### src/fqs_pkg.sv
// Shared types and constants for the FIFO queue with search and update.
// No dependencies; used by fqs_ctrl, fqs_dp and fifo_queue_with_search.
`default_nettype none

package fqs_pkg;

    localparam int DEPTH       = 16;
    localparam int IDX_W       = (DEPTH > 1) ? $clog2(DEPTH) : 1;
    localparam int CNT_W       = $clog2(DEPTH + 1);
    localparam int REQ_W       = 3;
    localparam int DATA_W      = 32;
    localparam int POS_OUT_W   = 4;
    localparam int COUNT_OUT_W = 5;

    localparam logic [REQ_W-1:0] REQ_ENQUEUE = 3'd0;
    localparam logic [REQ_W-1:0] REQ_DEQUEUE = 3'd1;
    localparam logic [REQ_W-1:0] REQ_SEARCH  = 3'd2;
    localparam logic [REQ_W-1:0] REQ_UPDATE  = 3'd3;
    localparam logic [REQ_W-1:0] REQ_CLEAR   = 3'd4;

    typedef enum logic [2:0] {
        ST_IDLE,
        ST_EXEC,
        ST_DEQ_WAIT,
        ST_SCAN,
        ST_FRONT_RD,
        ST_RESP
    } state_t;

    typedef struct packed {
        logic latch;
        logic enq_write;
        logic rd_head;
        logic deq_pop;
        logic scan_start;
        logic scan_next;
        logic scan_hit;
        logic clear;
        logic load_out;
    } ctrl_cmd_t;

    typedef struct packed {
        logic [REQ_W-1:0] req;
        logic             count_zero;
        logic             full;
        logic             match;
        logic             scan_last;
    } dp_status_t;

    function automatic logic [IDX_W-1:0] wrap_next(input logic [IDX_W-1:0] i);
        logic [IDX_W-1:0] n;
        n = i + 1'b1;
        if (i == IDX_W'(DEPTH - 1))
        begin
            n = '0;
        end
        return n;
    endfunction

endpackage

`default_nettype wire

### src/fqs_dp.sv
// Datapath: entry memory, head/tail/count pointers, scan position and result registers.
// Depends on fqs_pkg; driven by commands from fqs_ctrl.
`default_nettype none

module fqs_dp (
    input  wire logic                            clk,
    input  wire logic                            rst_n,
    input  wire fqs_pkg::ctrl_cmd_t              cmd,
    output fqs_pkg::dp_status_t                  status,
    input  wire logic [fqs_pkg::REQ_W-1:0]       req_type,
    input  wire logic signed [fqs_pkg::DATA_W-1:0] value,
    input  wire logic signed [fqs_pkg::DATA_W-1:0] new_value,
    output logic                                 ok,
    output logic signed [fqs_pkg::DATA_W-1:0]    data_out,
    output logic [fqs_pkg::POS_OUT_W-1:0]        position,
    output logic signed [fqs_pkg::DATA_W-1:0]    front_value,
    output logic                                 front_valid,
    output logic [fqs_pkg::COUNT_OUT_W-1:0]      count,
    output logic                                 full_res
);
    import fqs_pkg::*;

    logic [DATA_W-1:0] mem [DEPTH];
    logic [DATA_W-1:0] rd_data_reg;

    logic [REQ_W-1:0]  req_reg;
    logic [DATA_W-1:0] value_reg;
    logic [DATA_W-1:0] new_value_reg;

    logic [IDX_W-1:0]  head_reg, head_next;
    logic [IDX_W-1:0]  tail_reg, tail_next;
    logic [CNT_W-1:0]  count_reg, count_next;
    logic [IDX_W-1:0]  slot_reg;
    logic [IDX_W-1:0]  pos_reg;

    logic              ok_reg;
    logic [DATA_W-1:0] data_reg;
    logic [IDX_W-1:0]  pos_res_reg;

    logic              out_ok_reg;
    logic [DATA_W-1:0] out_data_reg;
    logic [IDX_W-1:0]  out_pos_reg;
    logic [DATA_W-1:0] out_front_reg;
    logic              out_front_valid_reg;
    logic [CNT_W-1:0]  out_count_reg;
    logic              out_full_reg;

    logic              rd_en;
    logic [IDX_W-1:0]  rd_addr;
    logic              wr_en;
    logic [IDX_W-1:0]  wr_addr;
    logic [DATA_W-1:0] wr_data;

    always_comb
    begin
        rd_en   = cmd.rd_head || cmd.scan_start || cmd.scan_next;
        rd_addr = cmd.scan_next ? wrap_next(slot_reg) : head_reg;
        wr_en   = cmd.enq_write || (cmd.scan_hit && req_reg == REQ_UPDATE);
        wr_addr = cmd.enq_write ? tail_reg : slot_reg;
        wr_data = cmd.enq_write ? value_reg : new_value_reg;
    end

    always_ff @(posedge clk)
    begin
        if (wr_en)
        begin
            mem[wr_addr] <= wr_data;
        end
        if (rd_en)
        begin
            rd_data_reg <= mem[rd_addr];
        end
    end

    always_comb
    begin
        head_next  = head_reg;
        tail_next  = tail_reg;
        count_next = count_reg;
        if (cmd.clear)
        begin
            head_next  = '0;
            tail_next  = '0;
            count_next = '0;
        end
        else if (cmd.enq_write)
        begin
            tail_next  = wrap_next(tail_reg);
            count_next = count_reg + 1'b1;
        end
        else if (cmd.deq_pop)
        begin
            head_next  = wrap_next(head_reg);
            count_next = count_reg - 1'b1;
        end
    end

    always_ff @(posedge clk or negedge rst_n)
    begin
        if (!rst_n)
        begin
            head_reg  <= '0;
            tail_reg  <= '0;
            count_reg <= '0;
        end
        else
        begin
            head_reg  <= head_next;
            tail_reg  <= tail_next;
            count_reg <= count_next;
        end
    end

    always_ff @(posedge clk)
    begin
        if (cmd.latch)
        begin
            req_reg       <= req_type;
            value_reg     <= value;
            new_value_reg <= new_value;
            ok_reg        <= 1'b0;
            data_reg      <= '0;
            pos_res_reg   <= '0;
        end
        if (cmd.enq_write || cmd.clear)
        begin
            ok_reg <= 1'b1;
        end
        if (cmd.deq_pop)
        begin
            ok_reg   <= 1'b1;
            data_reg <= rd_data_reg;
        end
        if (cmd.scan_start)
        begin
            slot_reg <= head_reg;
            pos_reg  <= '0;
        end
        else if (cmd.scan_next)
        begin
            slot_reg <= wrap_next(slot_reg);
            pos_reg  <= pos_reg + 1'b1;
        end
        if (cmd.scan_hit)
        begin
            ok_reg <= 1'b1;
            if (req_reg == REQ_SEARCH)
            begin
                pos_res_reg <= pos_reg;
            end
        end
        if (cmd.load_out)
        begin
            out_ok_reg          <= ok_reg;
            out_data_reg        <= data_reg;
            out_pos_reg         <= pos_res_reg;
            out_front_reg       <= (count_reg == '0) ? '0 : rd_data_reg;
            out_front_valid_reg <= (count_reg != '0);
            out_count_reg       <= count_reg;
            out_full_reg        <= (count_reg == CNT_W'(DEPTH));
        end
    end

    always_comb
    begin
        status.req        = req_reg;
        status.count_zero = (count_reg == '0);
        status.full       = (count_reg == CNT_W'(DEPTH));
        status.match      = (rd_data_reg == value_reg);
        status.scan_last  = ((CNT_W'(pos_reg) + 1'b1) == count_reg);
    end

    assign ok          = out_ok_reg;
    assign data_out    = out_data_reg;
    assign position    = POS_OUT_W'(out_pos_reg);
    assign front_value = out_front_reg;
    assign front_valid = out_front_valid_reg;
    assign count       = COUNT_OUT_W'(out_count_reg);
    assign full_res    = out_full_reg;

    a_count_bound: assert property (@(posedge clk) disable iff (!rst_n)
        count_reg <= CNT_W'(DEPTH))
        else $error("entry count exceeds depth");

    a_ptr_meet: assert property (@(posedge clk) disable iff (!rst_n)
        (count_reg == '0 || count_reg == CNT_W'(DEPTH)) |-> head_reg == tail_reg)
        else $error("head and tail disagree for empty or full queue");

    a_no_overflow: assert property (@(posedge clk) disable iff (!rst_n)
        cmd.enq_write |-> count_reg < CNT_W'(DEPTH))
        else $error("write into full queue");

    a_scan_range: assert property (@(posedge clk) disable iff (!rst_n)
        cmd.scan_next |-> (CNT_W'(pos_reg) + 1'b1) < count_reg)
        else $error("scan runs past occupied entries");

endmodule

`default_nettype wire

### src/fqs_ctrl.sv
// Controller state machine: sequences each request and owns the handshakes.
// Depends on fqs_pkg; commands fqs_dp and reads its status.
`default_nettype none

module fqs_ctrl (
    input  wire logic                clk,
    input  wire logic                rst_n,
    input  wire logic                in_valid,
    output logic                     in_ready,
    output logic                     out_valid,
    input  wire logic                out_ready,
    input  wire fqs_pkg::dp_status_t status,
    output fqs_pkg::ctrl_cmd_t       cmd
);
    import fqs_pkg::*;

    state_t state_reg, state_next;
    logic   out_valid_reg, out_valid_next;

    always_ff @(posedge clk or negedge rst_n)
    begin
        if (!rst_n)
        begin
            state_reg     <= ST_IDLE;
            out_valid_reg <= 1'b0;
        end
        else
        begin
            state_reg     <= state_next;
            out_valid_reg <= out_valid_next;
        end
    end

    always_comb
    begin
        state_next     = state_reg;
        cmd            = '0;
        in_ready       = 1'b0;
        out_valid_next = out_valid_reg && !out_ready;
        case (state_reg)
            ST_IDLE:
            begin
                in_ready = 1'b1;
                if (in_valid)
                begin
                    cmd.latch  = 1'b1;
                    state_next = ST_EXEC;
                end
            end
            ST_EXEC:
            begin
                state_next = ST_FRONT_RD;
                case (status.req)
                    REQ_ENQUEUE:
                    begin
                        cmd.enq_write = !status.full;
                    end
                    REQ_DEQUEUE:
                    begin
                        if (!status.count_zero)
                        begin
                            cmd.rd_head = 1'b1;
                            state_next  = ST_DEQ_WAIT;
                        end
                    end
                    REQ_SEARCH, REQ_UPDATE:
                    begin
                        if (!status.count_zero)
                        begin
                            cmd.scan_start = 1'b1;
                            state_next     = ST_SCAN;
                        end
                    end
                    REQ_CLEAR:
                    begin
                        cmd.clear = 1'b1;
                    end
                    default:
                    begin
                        state_next = ST_FRONT_RD;
                    end
                endcase
            end
            ST_DEQ_WAIT:
            begin
                cmd.deq_pop = 1'b1;
                state_next  = ST_FRONT_RD;
            end
            ST_SCAN:
            begin
                if (status.match)
                begin
                    cmd.scan_hit = 1'b1;
                    state_next   = ST_FRONT_RD;
                end
                else if (status.scan_last)
                begin
                    state_next = ST_FRONT_RD;
                end
                else
                begin
                    cmd.scan_next = 1'b1;
                end
            end
            ST_FRONT_RD:
            begin
                cmd.rd_head = 1'b1;
                state_next  = ST_RESP;
            end
            ST_RESP:
            begin
                if (!out_valid_reg || out_ready)
                begin
                    cmd.load_out   = 1'b1;
                    out_valid_next = 1'b1;
                    state_next     = ST_IDLE;
                end
            end
            default:
            begin
                state_next = ST_IDLE;
            end
        endcase
    end

    assign out_valid = out_valid_reg;

    a_no_clobber: assert property (@(posedge clk) disable iff (!rst_n)
        cmd.load_out |-> (!out_valid_reg || out_ready))
        else $error("result overwritten before it was taken");

    a_accept_exec: assert property (@(posedge clk) disable iff (!rst_n)
        (in_valid && in_ready) |=> state_reg == ST_EXEC)
        else $error("accepted transaction not executed");

    a_load_valid: assert property (@(posedge clk) disable iff (!rst_n)
        cmd.load_out |=> out_valid_reg)
        else $error("loaded result not presented");

endmodule

`default_nettype wire

### src/fifo_queue_with_search.sv
// Top level of the FIFO queue with search and update: joins fqs_ctrl and fqs_dp.
// Depends on fqs_pkg, fqs_ctrl and fqs_dp.
// Path from acceptance to result valid: ST_IDLE accepts, ST_EXEC acts, ST_FRONT_RD reads
// the head and ST_RESP loads the result; dequeue on a non-empty queue adds ST_DEQ_WAIT,
// and search or update on a non-empty queue adds ST_SCAN over k (1..DEPTH) entries.
// One transaction in flight; ST_RESP waits on out_ready; scan reads one entry per cycle.
// Reset empties the queue; memory contents are not cleared and need no clearing pass.
`default_nettype none

module fifo_queue_with_search (
    input  wire logic                                clk,
    input  wire logic                                rst_n,
    input  wire logic                                in_valid,
    output logic                                     in_ready,
    input  wire logic [fqs_pkg::REQ_W-1:0]           req_type,
    input  wire logic signed [fqs_pkg::DATA_W-1:0]   value,
    input  wire logic signed [fqs_pkg::DATA_W-1:0]   new_value,
    output logic                                     out_valid,
    input  wire logic                                out_ready,
    output logic                                     ok,
    output logic signed [fqs_pkg::DATA_W-1:0]        data_out,
    output logic [fqs_pkg::POS_OUT_W-1:0]            position,
    output logic signed [fqs_pkg::DATA_W-1:0]        front_value,
    output logic                                     front_valid,
    output logic [fqs_pkg::COUNT_OUT_W-1:0]          count,
    output logic                                     full_res
);
    import fqs_pkg::*;

    ctrl_cmd_t  cmd;
    dp_status_t status;

    fqs_ctrl u_ctrl (
        .clk       (clk),
        .rst_n     (rst_n),
        .in_valid  (in_valid),
        .in_ready  (in_ready),
        .out_valid (out_valid),
        .out_ready (out_ready),
        .status    (status),
        .cmd       (cmd)
    );

    fqs_dp u_dp (
        .clk         (clk),
        .rst_n       (rst_n),
        .cmd         (cmd),
        .status      (status),
        .req_type    (req_type),
        .value       (value),
        .new_value   (new_value),
        .ok          (ok),
        .data_out    (data_out),
        .position    (position),
        .front_value (front_value),
        .front_valid (front_valid),
        .count       (count),
        .full_res    (full_res)
    );

endmodule

`default_nettype wire

### config.mk
export PLATFORM = sky130hd
export DESIGN_NAME = fifo_queue_with_search
export DESIGN_NICKNAME = d
export VERILOG_FILES = /design/src/fqs_pkg.sv /design/src/fqs_dp.sv /design/src/fqs_ctrl.sv /design/src/fifo_queue_with_search.sv
export SDC_FILE = /design/constraint.sdc
export NUM_CORES = 1
export LEC_CHECK = 0
export ABC_AREA = 1
export BUFFER_PORTS_ARGS = -buffer_cell sky130_fd_sc_hd__buf_2
export CAP_MARGIN = 20
export CORE_MARGIN = 4
export CORE_UTILIZATION = 55
export CTS_BUF_LIST = sky130_fd_sc_hd__clkbuf_8
export CTS_CLUSTER_SIZE = 10
export DETAILED_ROUTE_END_ITERATION = 6
export PLACE_DENSITY = 0.73
export SYNTH_ARGS = -nofsm -noshare
export SYNTH_HDL_FRONTEND = slang
export SYNTH_SLANG_ARGS = --single-unit
### constraint.sdc
create_clock -name clk -period 15.2 [get_ports clk]
set_input_delay 1.52 -clock clk [delete_from_list [all_inputs] [get_ports clk]]
set_output_delay 1.52 -clock clk [all_outputs]
set_load 0.1 [all_outputs]
======== After elaboration in Yosys (flattened, before gate mapping) ========
Memory sizes are Yosys's and may differ from the RTL's. A register that Yosys moved wholly into a read port is not among the register bits.
Index checks and enable logic that the tools add are counted.
operators by class
  add/sub/neg operators ................... 7
  multiply operators ...................... 0
  div/mod/pow operators ................... 0
  order comparisons ....................... 0
  equality and inequality tests ........... 19
  shift-type cells ........................ 0
  mux-type cells .......................... 52
  bitwise logic cells ..................... 0
  reduce and logical (&&, ||, !) cells .... 23
operators by type and width
  kind                                                                    count
  32-bit 2-to-1 mux                                                       3
  4-bit 2-to-1 mux                                                        15
  32-bit equality test                                                    1
  1-bit 2-to-1 mux                                                        21
  3-bit 2-to-1 mux                                                        6
  3-bit case mux with 6 select lines                                      1
  4-bit by 1-bit adder with 4-bit output (second input constant)          4
  5-bit 2-to-1 mux                                                        3
  3-bit by 2-bit equality test with 1-bit output (second input constant)  4
  4-bit equality test (second input constant)                             3
  3-bit equality test (second input constant)                             3
  2-bit nonzero test                                                      4
  3-bit by 1-bit equality test with 1-bit output (second input constant)  2
  3-bit logical NOT                                                       2
  3-bit case mux with 2 select lines                                      1
  4-bit by 1-bit adder with 5-bit output (second input constant)          1
  5-bit by 1-bit adder with 5-bit output (second input constant)          1
  5-bit equality test                                                     1
  5-bit equality test (second input constant)                             1
  5-bit logical NOT                                                       1
  1-bit logical OR                                                        5
  5-bit nonzero test                                                      1
  5-bit by 1-bit subtractor with 5-bit output (second input constant)     1
  2-bit inequality test (second input constant)                           2
  11 further kinds                                                        14
word-level totals
  register bits after elaboration ......... 205
  bits in latches ......................... 0
  bits in writable memories ............... 512
  bits in read-only memories .............. 0
  output and inout bits ................... 78
  word-level logic and storage cells ...... 122
  memories kept ........................... 1
memories
  memory    depth  bits a word  rd ports  clocked after memory_dff  wr ports  line          text
  u_dp.mem  16     32           1         1                         1         fqs_dp.sv:23  logic [DATA_W-1:0] mem [DEPTH];

======== Depth between registers and ports, before layout ========
Gate-level depths: netlist of run 1.
  depth after elaboration ................. 9
  gate-level depth with buffers ........... 18

======== By module ========
From an unflattened synthesis of run 1, not the netlist that was laid out.
second synthesis, totals
  cell total of the unflattened synthesis .. 2806
  area total of the unflattened synthesis .. 31562.8 um^2
modules (own cells, without submodules)
  module    times used  cells each  area an instance (um^2)  sequential area each (um^2)
  fqs_dp    1           2748        31216.2                  22216.3
  fqs_ctrl  1           58          346.6                    100.1

======== Worst setup path after synthesis of run 1 ========
No wires, ideal clock.
  path kind ............................... input to register
  start ................................... input port out_ready
  end ..................................... register u_dp.out_count_reg[0] (netlist: u_dp.count[0]), enable pin
  library setup time ...................... 0.536 ns
  data arrival time ....................... 5.265 ns
  path slack .............................. 9.399 ns
  cell stages on the path ................. 2
  path buffers ............................ 0
  path through ............................ inv_1 -> a21oi_1
RTL lines
  element               line                          text
  start, declared       fifo_queue_with_search.sv:19  input wire logic out_ready,
  end signal, assigned  fqs_dp.sv:159                 out_count_reg <= count_reg;
  end, declared         fqs_dp.sv:45                  logic [CNT_W-1:0] out_count_reg;

======== Final worst setup path of run 1 ========
  start ................................... register u_dp.rd_data_reg[27] (read register of u_dp.mem)
  end ..................................... register u_dp.rd_data_reg[31] (read register of u_dp.mem), data pin
between the ends
  word-level cells in the longest chain between the ends .. 4
  elaborated cells between the ends (all ways) .. 5
ends and longest elaborated chain
  element                                                      line                        text
  start, declared                                              fqs_dp.sv:24                logic [DATA_W-1:0] rd_data_reg;
  32-bit equality test *                                       fqs_dp.sv:169               status.match = (rd_data_reg == value_reg);
  1-bit 2-to-1 mux *                                           fqs_ctrl.sv:91              if (status.match)
  2-bit 2-to-1 mux *                                           fqs_ctrl.sv:40              case (state_reg)
  4-bit 2-to-1 mux / 1-bit logical OR (equally long branches)  fqs_dp.sv:57, fqs_dp.sv:56
Every way passes the cells marked *; elsewhere a longest branch is shown, timed or not.
A chain may end at the register's enable or synchronous reset.

==> results of run 1 <==
-- metrics by stage --
| step | hold slack (ns) | utilization, % | power (W) |
|---|---|---|---|
| after floorplan | 0.400 | - | 0.00461 |
| after global placement | 0.400 | 58.2 | 0.00515 |
| after detailed placement | 0.405 | 58.2 | 0.00522 |
| after CTS | 0.417 | 61.8 | 0.00674 |
| after global routing | 0.421 | 61.8 | 0.00707 |
| final | 0.414 | 61.8 | 0.00675 |
-- critical path: cells and delay by family (launching register included) --
kind | cells | cell delay [ns]
and+or+nand+nor | 13 | 3.12
buffers and inverters | 1 | 0.97
DFF | 1 | 0.54
xor gates and xnor gates | 1 | 0.22
-- final cells by class --
| type | count | area, µm² | share of cell area, % |
|---|---|---|---|
| tap | 765 | 957 | 2.69 |
| clock buffer | 118 | 1620 | 4.56 |
| inverter | 642 | 2410 | 6.77 |
| antenna | 1 | 2.50 | 0.00703 |
| multi-input combinational | 1428 | 6710 | 18.8 |
| clock inverter | 80 | 459 | 1.29 |
| sequential | 749 | 22300 | 62.7 |
| timing repair buffer | 198 | 1120 | 3.14 |
-- cell usage after synthesis --
cell type    n  area share, %
buf_2       86            1.3
nand2_4      2          0.071
buf_6        1          0.035
xnor2_1     23           0.63
o22a_1       1          0.027
clkinv_1     2          0.024
inv_1      628            7.4
nor4_1       5          0.098
inv_2       12           0.14
nand3_2      1          0.031
buf_1        8          0.094
nand2_1    605            7.1
o21bai_1     1          0.024
ha_1         7           0.27
a21oi_1     12           0.19
a21oi_2      1          0.027
o21ai_2      3          0.082
dfrtp_1     17            1.3
nand4_1      3          0.059
dfxtp_1      9           0.56
a31oi_1      1          0.020
nand3_1    625            9.8
o21a_1       1          0.024
edfxtp_1   723             68
o211ai_1     1          0.024
o21ai_0     33           0.52
a22o_1       1          0.027
o31ai_1      1          0.024
clkbuf_1    27           0.32
fa_1         1          0.063
nor2_1      83           0.98
o22ai_1      4          0.078
nor3_1       5          0.078
xor2_1       4           0.11
o32ai_1      1          0.027
nand2_2      3          0.059
buf_4       14           0.33
-- worst paths after layout --
kind	start	slack, ns	to	depth (start not counted)
max reg2reg	u_dp.rd_data_reg[27]	9.99	u_dp.rd_data_reg[31]	15
max in group asynchronous	rst_n	14.17	u_dp.count_reg[2]	1
min reg2reg	u_dp.data_reg[2]	0.41	u_dp.data_out[2]	0
min in group asynchronous	rst_n	0.75	u_dp.tail_reg[3]	1
min	u_dp.data_reg[2]	0.41	u_dp.data_out[2]	0
max	u_dp.rd_data_reg[27]	9.99	u_dp.rd_data_reg[31]	15
-- metal layers --
| metal | routed length [µm] | share of wire [%] |
|---|---|---|
| met1 | 30500 | 39 |
| met2 | 36600 | 47 |
| met3 | 8910 | 11 |
| met4 | 2730 | 3.5 |
| met5 | 0 | 0 |
-- power by group through the flow --
stage | Combinational, W | Sequential [W] | Clock (W)
final | 0.00238 | 0.00284 | 0.00153
after global routing | 0.00256 | 0.00286 | 0.00166
after CTS | 0.00235 | 0.00283 | 0.00156
after detailed placement | 0.00234 | 0.00287 | 0
after global placement | 0.00228 | 0.00286 | 0
after floorplan | 0.00123 | 0.00338 | 0
-- logic make-up after synthesis --
logic type	synth area share (%)
AO/OA/AOI/OAI	1.09
XOR/XNOR	0.741
adder cells (fa/ha/maj)	0.337
buffers and inverters	9.67
flip-flops	69.9
AND/OR/NAND/NOR	18.3
==> impl_metrics.py, run 1 <==
metrics = {
    "status": {
        "outcome": "complete, no violations",
    },
    "clock_tree": {
        "holdBufCountCts": 0,
        "clkTransAtPathRegs_ns": 0.06,
        "ctsLongestPathBuffers": 3,
        "cts_setup_buffers": 0,
        "clk_latency_ns": 0.70,
        "cts_resized": 0,
        "cts_buffers": 110,
        "htree_levels": 3,
        "cts_tree": "yes",
        "clk_root_buffer_cell": "clkbuf_8",
        "clkSinkCount": 749,
    },
    "drt": {
        "vias_per_cell": 5.46,
        "wirelength_um": 78800,
        "drc": 0,
        "vias": 21738,
        "wire_per_inst_um": 19.8,
        "first_iter_violations": 2489,
        "final_antenna_net_count": 0,
        "first_pass_iters": 5,
    },
    "timing": {
        "fin_ws_ns": 9.99,
        "slew_viol_final": 0,
        "max_freq_mhz": 192,
        "final.min_clock_period_ns": 5.21,
        "finClkSkew_ns": 0.0293,
        "finalSetupViolCount": 0,
        "fin_crit_sh_pct": 34.3,
        "setup_tns_ns": 0,
        "rsz0062_at_grt": "no",
        "hold_viol_final": 0,
        "slew_headroom_pct": 25.6,
        "tightest_slew_ns": 1.12,
    },
    "critical_path": {
        "critPathKind": "reg -> reg",
        "path_max_fanout": 100,
        "crit_chain": "xnor2_1 > nand2_1 > nor2_1 > nand2_1 > nor2_1 > nand2_1 > nand2_4 > nand2_4 > nand2_4 > buf_4 > nand2_1 > nand3_1 > nand3_1 > nand3_1 > nand2_1",
        "critPathMaxStageDelay_ns": 0.97,
        "cp_data_required_time_ns": 15.59,
        "worstSetupStartpointType": "register",
        "end_kind": "register",
        "cpMaxStageDelayCell": "buf_4",
        "worst_path_most_repeated_cell": "nand2_1",
        "arrival_ns": 5.60,
    },
    "finish": {
        "fill_cells": 4311,
        "layout_commonest_cell": "edfxtp_1",
        "fin_area_um2": 35600,
        "fin_cells": 3981,
        "layout_common_cells": "edfxtp_1 (723), inv_1 (669), nand3_1 (624)",
        "largest_register": "u_dp.mem",
        "largest_register_ffs": 512,
        "syn_to_final_growth_pct": 11.5,
        "layout-drive-gt1-share_pct": 11.7,
        "fin_nets": 3208,
    },
    "placement": {
        "hpwl_um": 43700,
        "pre_cts_slack_ns": 10.09,
        "portBuffers": 148,
        "gp_congestion": 0.867,
        "dpl_cell_area_um2": 33500,
        "dp.cells": 3782,
    },
    "pwr": {
        "seq_power_share_pct": 42.0,
        "pwr-share-comb_pct": 35.2,
        "p_sw_w": 0.00276,
        "p_leak_nw": 15.4,
        "p_clk_share_pct": 22.7,
        "swShare_pct": 40.9,
        "powerDensity_nw_per_um2": 190,
        "p_int_w": 0.00399,
        "peakVddDrop_mv": 0.244,
    },
    "global_route": {
        "top_usage_layer": "met2",
        "globalRouteMet3Util_pct": 5.12,
        "grt_pass1_wl_um": 120000,
        "antenna_found_initial": 3,
        "grt_overflow": 0,
        "use_met2_pct": 39.9,
        "grt_usage_pct": 24.9,
        "grt_max_degree": 101,
        "grt_pass1_vias": 21420,
        "grt.met1_usage_pct": 33.7,
    },
    "flow_run": {
        "cap_violations": 0,
    },
    "floorplan": {
        "die_height_um": 249,
        "rows": 88,
        "initial_core_util_pct": 55.5,
        "dieArea_um2": 62000,
        "core_area_um2": 57600,
        "die_x_um": 249,
        "ios": 149,
    },
    "min_path": {
        "hp-class": "reg -> reg",
    },
    "yosys": {
        "synth-seq-area-share_pct": 69.9,
        "yosysWarnings": 0,
        "synth_seq_cells": 749,
        "syn_area_per_cell_um2": 10.8,
        "syn_nets": 3034,
        "syn-cell-area_um2": 31900,
        "synth_cell_type_count": 37,
        "syn-instance-count": 2955,
    },
}
No activity file was read; power rests on OpenSTA's default activity.
==> run 2: changes to the inputs <==
==> constraint.sdc (replaced) <==
create_clock -name clk -period 5.3 [get_ports clk]
set_input_delay 0.53 -clock clk [delete_from_list [all_inputs] [get_ports clk]]
set_output_delay 0.53 -clock clk [all_outputs]
set_load 0.1 [all_outputs]
==> run 2 against run 1 <==
  * Hold slack got worse by 0.36 ns
  * Sequential power rose to 2.9 times the previous value
  * Critical endpoint is now u_dp.mem[0][3]
  * Non-clock buffer count is 76 higher
  * Setup slack got worse by 8.8 ns
  * First-iteration DRC count down 0.48%
==> impl_metrics.py, run 2 (same netlist as run 1, synthesis figures left out) <==
metrics = {
    "status": {
        "outcome": "complete, no violations",
    },
    "clock_tree": {
        "htree_levels": 3,
        "cts_resized": 0,
        "clkTransAtPathRegs_ns": 0.06,
        "clk_latency_ns": 0.72,
        "ctsLongestPathBuffers": 3,
        "clk_root_buffer_cell": "clkbuf_8",
        "cts_buffers": 115,
        "clkSinkCount": 749,
        "cts_tree": "yes",
    },
    "timing": {
        "slew_headroom_pct": 26.3,
        "tightest_slew_ns": 1.10,
        "finClkSkew_ns": 0.0298,
        "hold_viol_final": 0,
        "fin_crit_sh_pct": 77.8,
        "finalSetupViolCount": 0,
        "final.min_clock_period_ns": 4.12,
        "slew_viol_final": 0,
        "rsz0062_at_grt": "no",
        "setup_tns_ns": 0,
        "max_freq_mhz": 243,
    },
    "global_route": {
        "grt_pass1_vias": 22092,
        "antenna_found_initial": 2,
        "grt_max_degree": 129,
        "grt_usage_pct": 25.6,
        "grt_pass1_wl_um": 125000,
        "grt_overflow": 0,
    },
    "floorplan": {
        "die_height_um": 249,
        "die_x_um": 249,
        "rows": 88,
        "core_area_um2": 57600,
        "dieArea_um2": 62000,
        "ios": 149,
        "initial_core_util_pct": 55.5,
    },
    "finish": {
        "layout_common_cells": "edfxtp_1 (723), inv_1 (657), nand3_1 (624)",
        "layout-drive-gt1-share_pct": 12.1,
        "largest_register": "u_dp.mem",
        "regArea_um2": 22300,
        "largest_register_ffs": 512,
        "fill_cells": 4265,
        "layout_commonest_cell": "edfxtp_1",
        "multi_input_area_um2": 6710,
        "fin_nets": 3289,
        "syn_to_final_growth_pct": 14.7,
    },
    "drt": {
        "vias": 22319,
        "first_iter_violations": 2477,
        "final_antenna_net_count": 0,
        "first_pass_iters": 6,
        "vias_per_cell": 5.48,
        "wire_per_inst_um": 20.0,
        "wirelength_um": 81500,
        "drc": 0,
    },
    "placement": {
        "gp_congestion": 0.897,
        "portBuffers": 148,
        "hpwl_um": 48300,
    },
    "critical_path": {
        "crit_path_start": "u_dp.rd_data_reg[27]",
        "critPathKind": "reg -> reg",
        "path_max_fanout": 23,
        "arrival_ns": 4.52,
        "crit-reg2reg-launch": "u_dp.rd_data_reg[27]",
        "end_kind": "register",
        "worstSetupStartpointType": "register",
        "cp_data_required_time_ns": 5.70,
    },
    "min_path": {
        "hp-class": "in -> reg",
        "hold_start": "value[16]",
    },
    "pwr": {
        "peakVddDrop_mv": 0.823,
        "p_leak_nw": 15.8,
        "powerDensity_nw_per_um2": 536,
        "finalPower_w": 0.0196,
    },
    "flow_run": {
        "cap_violations": 0,
    },
}
[run 2: final timing paths]
kind	to	depth (start not counted)	slack [ns]
max in group asynchronous	u_dp.count_reg[4]	2	4.68
hold reg to reg	u_dp.data_out[16]	0	0.42
min in group asynchronous	u_dp.count_reg[0]	2	0.30
setup reg to reg	u_dp.mem[0][3]	12	1.18
setup / recovery	u_dp.mem[0][3]	12	1.18
hold / removal	u_dp.value_reg[16]	1	0.06
[run 2: layer usage]
layer	vias to the layer above	track usage, %	wire (µm)
met5	-	0	0
met4	0	10.6	2650
met3	213	5.32	8900
met2	1318	41.1	38300
met1	10608	34.7	31700
li1	10180	-	-
[run 2: timing repair]
item / 4_1_cts / 5_1_grt
endpoints found under the hold margin: 83 / 0
setup buffers: 0 / 0
hold buffers: 67 / 0
endpoints found under the setup margin: 0 / 0
[run 2: cell type report]
cell class	count	share of cell area, %
flip-flops and latches	749	60.9
repair buffers	274	5.80
multi-input cells	1428	18.3
diodes	2	0.0137
clock inverters	97	1.31
inverters	642	6.58
clock buffers	118	4.43
well taps	765	2.61
[run 2: critical path, cell delays in order (launching register included)]
cell,delay (ns)
edfxtp_1,0.49
xnor2_1,0.19
nand2_1,0.07
nor2_1,0.18
nand2_1,0.08
nor2_1,0.25
nand2_1,0.25
nor2_1,0.25
a31oi_1,0.23
inv_1,0.18
nand3_1,0.33
nor2_4,0.95
buf_4,0.37
[run 2: power by group]
group          switching [W]  total, W  internal, W
combinational        0.00551   0.00710      0.00159
sequential          0.000437   0.00812      0.00768
clock                0.00224   0.00442      0.00217
total                0.00819    0.0196       0.0114
[run 2: stage by stage]
step,setup WS (ns),cells,instance area [µm²],utilization [%],hold WS [ns]
after global placement,1.20,3780,33600,58.3,0.402
final,1.18,4075,36600,63.6,0.0554
after detailed placement,1.12,3788,33800,58.6,0.405
after floorplan,0.189,2955,31900,-,0.234
after CTS,1.11,4070,36500,63.5,0.00269
after global routing,1.03,4074,36600,63.6,0.0259
